--- config.mk ---
export PLATFORM = sky130hd
export DESIGN_NAME = olse_cell
export DESIGN_NICKNAME = d
export VERILOG_FILES = /design/src/hdl/olse_pkg.sv /design/src/hdl/olse_cell.sv
export SDC_FILE = /design/constraint.sdc
export NUM_CORES = 1
export LEC_CHECK = 0
export ABC_AREA = 1
export CORE_AREA = 5 5 112 114
export CTS_CLUSTER_DIAMETER = 150
export DETAILED_ROUTE_END_ITERATION = 8
export DIE_AREA = 0 0 117 119
export DONT_BUFFER_PORTS = 1
export SLEW_MARGIN = 30
export SYNTH_ARGS = -nofsm -noshare
export SYNTH_HDL_FRONTEND = slang
export SYNTH_SLANG_ARGS = --single-unit
--- constraint.sdc ---
create_clock -name aclk -period 5.1 [get_ports aclk]
set_clock_uncertainty 0.15 [all_clocks]
set_input_delay 0.765 -clock aclk [delete_from_list [all_inputs] [get_ports aclk]]
set_output_delay 0.765 -clock aclk [all_outputs]
set_load 0.02 [all_outputs]
--- src/hdl/olse_pkg.sv ---
`timescale 1ns / 1ps

package olse_pkg;

    localparam int CAPACITY = 64;
    localparam int CNT_W    = $clog2(CAPACITY + 1);
    localparam int POS_W    = 7;
    localparam int CMP_W    = ((CNT_W > POS_W) ? CNT_W : POS_W) + 1;

    localparam logic [3:0] CMD_INS_END   = 4'd0;
    localparam logic [3:0] CMD_INS_FRONT = 4'd1;
    localparam logic [3:0] CMD_INS_POS   = 4'd2;
    localparam logic [3:0] CMD_INS_KEY   = 4'd3;
    localparam logic [3:0] CMD_RM_END    = 4'd4;
    localparam logic [3:0] CMD_RM_FRONT  = 4'd5;
    localparam logic [3:0] CMD_RM_POS    = 4'd6;
    localparam logic [3:0] CMD_RM_KEY    = 4'd7;
    localparam logic [3:0] CMD_RD_POS    = 4'd8;
    localparam logic [3:0] CMD_FIND      = 4'd9;
    localparam logic [3:0] CMD_COUNT     = 4'd10;

    localparam logic [2:0] STAT_OK     = 3'd0;
    localparam logic [2:0] STAT_FULL   = 3'd1;
    localparam logic [2:0] STAT_EMPTY  = 3'd2;
    localparam logic [2:0] STAT_BADPOS = 3'd3;
    localparam logic [2:0] STAT_NOCODE = 3'd4;

    typedef struct packed {
        logic load_new;
        logic take_prev;
        logic take_next;
    } cell_ctrl_t;

endpackage

--- src/hdl/olse_cell.sv ---
`timescale 1ns / 1ps

module olse_cell
    import olse_pkg::*;
(
    input  logic               aclk,
    input  cell_ctrl_t         ctrl,
    input  logic signed [31:0] prev_code,
    input  logic        [31:0] prev_weight,
    input  logic signed [31:0] next_code,
    input  logic        [31:0] next_weight,
    input  logic signed [31:0] new_code,
    input  logic        [31:0] new_weight,
    input  logic signed [31:0] key_code,
    input  logic               valid,
    output logic signed [31:0] code,
    output logic        [31:0] weight,
    output logic               match
);

    logic signed [31:0] code_reg;
    logic        [31:0] weight_reg;

    always_ff @(posedge aclk) begin
        if (ctrl.load_new) begin
            code_reg   <= new_code;
            weight_reg <= new_weight;
        end else if (ctrl.take_prev) begin
            code_reg   <= prev_code;
            weight_reg <= prev_weight;
        end else if (ctrl.take_next) begin
            code_reg   <= next_code;
            weight_reg <= next_weight;
        end
    end

    assign code   = code_reg;
    assign weight = weight_reg;
    assign match  = valid && (code_reg == key_code);

endmodule

# ---- Word level (Yosys, flattened, before mapping)
# Cells that the tools add are included.
dict set report classes {
  n_eq_ne 1
  muxes 6
  reduce_logical 2
}
# cell count
set op_table {}
lappend op_table {{$mux 32} 6}
lappend op_table {{$eq 32x32->1} 1}
lappend op_table {{$reduce_bool 3->1} 1}
lappend op_table {{$logic_and 1x1->1} 1}
dict set report totals {
  regBits 64
  input_bits 229
  out_inout_bits 65
  wordCells 11
}

# ---- Logic depth before layout (Yosys ltp)
dict set report logic_depth {
  ltp_word 3
  ltp_mapped 8
  mapped_depth_nobuf 8
}

# ---- Worst setup path after synthesis
# No wires, ideal clock.
dict set report synth_path {
  kind {input -> register}
  from {input ctrl[2] (netlist name)}
  to {register code_reg[0] (netlist: code[0]), enable pin}
  setup_time_ps 693
  arrival_time_ps 2209
  required_time_ps 4257
  setup_slack_ps 2048
  stages 4
  path_buffers 2
  path_cell_list {inv_1 buf_4 buf_2 nand2_1}
}
dict set report synth_via {
  elab_chain_len 1
}
# item line
set synth_rtl {}
lappend synth_rtl {{start: declaration} olse_cell.sv:7} ;# input cell_ctrl_t ctrl,
lappend synth_rtl {{$reduce_bool 3->1 (no line)} --}
lappend synth_rtl {{end signal: assignment} olse_cell.sv:26} ;# code_reg <= new_code;
lappend synth_rtl {{end signal: assignment} olse_cell.sv:29} ;# code_reg <= prev_code;
lappend synth_rtl {{end signal: assignment} olse_cell.sv:32} ;# code_reg <= next_code;
lappend synth_rtl {{end: declaration} olse_cell.sv:21} ;# logic signed [31:0] code_reg;
# Every way passes these cells.
# A chain may end at the register's enable or synchronous reset.

# ---- Worst setup path in the final report
dict set report layout_path {
  from {register code_reg[29] (netlist: code[29])}
  to {output match}
}
dict set report layout_via {
  elab_chain_len 2
}
# item line
set layout_rtl {}
lappend layout_rtl {{$eq 32x32->1} olse_cell.sv:39} ;# assign match = valid && (code_reg == key_code);
lappend layout_rtl {{$logic_and 1x1->1} olse_cell.sv:39}
lappend layout_rtl {{end: declaration} olse_cell.sv:18} ;# output logic match
# Every way passes these cells.

==> flow_summary.rst <==
.. list-table::
   :header-rows: 1

   * - Metric
     - Value
   * - Pins over their slew limit
     - 0
   * - Final nets
     - 703
   * - DR iter-0 viols
     - 170
   * - Transition at the pin with the smallest max-transition slack
     - 0.894 ns
   * - Combined area of all synthesized cells
     - 3800 um^2
   * - Cell chosen for the clock root
     - sky130_fd_sc_hd__clkbuf_16
   * - Antenna violations before repair
     - 0
   * - Power density relative to cell area
     - 377 nW/um^2
   * - Worst IR drop on VDD
     - 0.000154 V
   * - Wire length reported by the detailed router
     - 11,700 um
   * - Diode insertion count for antenna repair
     - 0
   * - Startpoint kind of the worst setup timing path
     - register
   * - Clock H-tree levels
     - 3
   * - Final number of setup-violating endpoints
     - 0
   * - Mean cell area of the mapped netlist
     - 7.78 um^2
   * - Site row count
     - 39
   * - Number of buffers created by CTS
     - 9
   * - Count of flip-flops with a built-in enable after synthesis
     - 64
   * - Floorplan die height
     - 119 um
   * - Most used standard cells in the synthesized netlist
     - sky130_fd_sc_hd__a21oi_1 (128), sky130_fd_sc_hd__nand2_1 (123), sky130_fd_sc_hd__nor2_1 (88)
   * - Overall power after layout
     - 1560 uW
   * - Fraction of layout cells with a size suffix above 1
     - 3.35%
   * - Buffers on Ports
     - 0
   * - Arrival time of the worst setup path
     - 1.86 ns
   * - First-pass GRT wire length
     - 16,400 um
   * - Worst Path Class, Setup
     - register to output pin
   * - Most common flop cell mapped by yosys
     - sky130_fd_sc_hd__edfxtp_1
   * - Die area
     - 13,900 um^2
   * - Top-area cell type share of the netlist area
     - 50.5%
   * - Result of the run
     - finished, final reports clean
   * - Resized Gates After CTS
     - 0
   * - Total number of clock tree sinks
     - 64
   * - Average routed wire per standard cell
     - 18.8 um
   * - Filler cells
     - 1,155
   * - Synthesized instance count
     - 489
   * - Net count after synthesis
     - 718
   * - Number of global-route vias before repair
     - 3,181
   * - Number of iterations in the first detailed-routing pass
     - 7
   * - Cell-by-cell listing of the critical path
     - xor2_1 -> nor3_1 -> nand3_1 -> nor2_1
   * - Share of synthesized flip-flops with an asynchronous set or reset
     - 0%
   * - Classification of the worst-slack hold path
     - primary input to register
   * - Largest net degree at the start of global routing
     - 67
   * - Total negative slack for setup checks
     - 0 ns
   * - Required time at the worst-slack endpoint
     - 4.18 ns
   * - Setup repair after global routing missed its margin
     - false
   * - DR DRC count
     - 0
   * - Post-CTS Setup Inserts
     - 0
   * - Final hold violation count
     - 0
   * - Core footprint
     - 11,300 um^2
   * - Remaining antenna violation count after routing
     - 0
   * - Leading cell type by number of instances after synthesis
     - sky130_fd_sc_hd__a21oi_1
   * - CP max stage cell
     - sky130_fd_sc_hd__edfxtp_1
   * - Leak
     - 0.00172 uW
   * - Number of vias per cell
     - 5.33
   * - Final worst hold slack
     - 0.526 ns
   * - Flop and latch count out of synthesis
     - 64
   * - Proportion of synthesized chip area in sequential cells
     - 50.5%
   * - Overall die width
     - 117 um
   * - Max capacitance violation total
     - 0
   * - Layout overhead on the synthesized area
     - 8.52%
   * - Number of hold buffers added after cts
     - 0
   * - Cell area after layout
     - 4130 um^2
   * - Total global routing track utilization
     - 15.3%
   * - Reg clk slew, reported paths
     - 0.05 ns
   * - Setup crit end kind
     - output pin
   * - Delay of the slowest critical-path stage
     - 0.51 ns
   * - Boundary Pins
     - 294
   * - Grt ovf
     - 0
   * - Weighted congestion at the end of routability-driven global placement
     - 0.799
   * - Highest clock rate
     - 0.360 GHz
   * - Maximum fanout along the worst path
     - 2
   * - Library cell occupying the most area in the post-synthesis netlist
     - sky130_fd_sc_hd__edfxtp_1
   * - Initial standard-cell utilization of the core
     - 33.6%
   * - Final cycle utilization of the critical path
     - 54.5%
   * - Vias
     - 3,308
   * - Most area-consuming cells after synthesis
     - sky130_fd_sc_hd__edfxtp_1 (51%), sky130_fd_sc_hd__a21oi_1 (17%), sky130_fd_sc_hd__nand2_1 (12%)
   * - Cell area after placement
     - 3820 um^2
   * - Final critical-path required period
     - 2.78 ns
   * - CTS tree
     - done
   * - Number of distinct library cells after synthesis
     - 16
   * - Max Root-Sink Buffers
     - 2
   * - DP Wirelength
     - 8740 um
   * - Yosys warning total
     - 0
   * - Max_slew headroom
     - 40.3%
-- cell families (layout without fill, tap and decap cells) --
| kind of cell | count (synthesis) | count (layout) | synth area share (%) |
|---|---|---|---|
| AOI/OAI and AO/OA | 135 | 135 | 17.8 |
| DFF | 64 | 64 | 50.5 |
| buffers and inverters | 67 | 56 | 8.42 |
| xor gates and xnor gates | 8 | 8 | 1.84 |
| and+or+nand+nor | 215 | 215 | 21.4 |
-- power by group --
group	switching, uW	internal (uW)
Clock	208	421
Combinational	87.4	59.0
Sequential	123	657
Total	419	1140
-- cell type report --
class | instances | area (um^2) | share of cell area (%)
Clock buffer | 10 | 229 | 5.55
Clock inverter | 5 | 72.6 | 1.76
Inverter | 40 | 154 | 3.73
Multi-Input combinational cell | 358 | 1560 | 37.9
Sequential cell | 64 | 1920 | 46.6
Tap cell | 143 | 179 | 4.34
Timing Repair Buffer | 1 | 7.51 | 0.182
-- worst max-delay path, delay by kind of cell (launching register included) --
kind	cells	cell delay (ns)
XOR/XNOR	1	0.19
flip-flops	1	0.51
AND/OR/NAND/NOR	3	0.85
-- routing by layer --
layer  track usage, %  vias up  wire (um)
met5                0        -          0
met4             5.81        0        159
met2             27.2      206       5910
met3             5.53       11       1470
met1             16.3     1505       4140
li1                 -     1586          -
-- metrics by stage --
step / utilization [%] / setup slack, ns / cells
final: 36.4 / 2.32 / 621
after CTS: 36.4 / 2.24 / 621
after floorplan: - / 2.05 / 489
after detailed placement: 33.8 / 2.39 / 606
after global placement: 33.8 / 2.39 / 606
after global routing: 36.4 / 2.19 / 621
-- placed cells by master (no fill, tap or decap) --
master / instances
sky130_fd_sc_hd__a21oi_1: 128
sky130_fd_sc_hd__nand2_1: 122
sky130_fd_sc_hd__nor2_1: 88
sky130_fd_sc_hd__edfxtp_1: 64
sky130_fd_sc_hd__inv_1: 38
sky130_fd_sc_hd__clkbuf_16: 9
sky130_fd_sc_hd__o21ai_0: 6
sky130_fd_sc_hd__xnor2_1: 5
sky130_fd_sc_hd__xor2_1: 3
sky130_fd_sc_hd__clkinv_2: 2
sky130_fd_sc_hd__nor3_1: 2
sky130_fd_sc_hd__nand3_1: 2
sky130_fd_sc_hd__clkinv_1: 2
sky130_fd_sc_hd__bufinv_16: 2
sky130_fd_sc_hd__inv_4: 1
sky130_fd_sc_hd__nand2_2: 1
sky130_fd_sc_hd__o211ai_1: 1
sky130_fd_sc_hd__clkbuf_1: 1
sky130_fd_sc_hd__buf_4: 1
-- path summary, 6_finish.rpt --
path	from	end	slack, ns	cells past startpoint
worst max-delay path	code[29]	match	2.32	4
worst min-delay path	new_weight[12]	weight[12]	0.53	2
(Power assumes the default switching activity.)
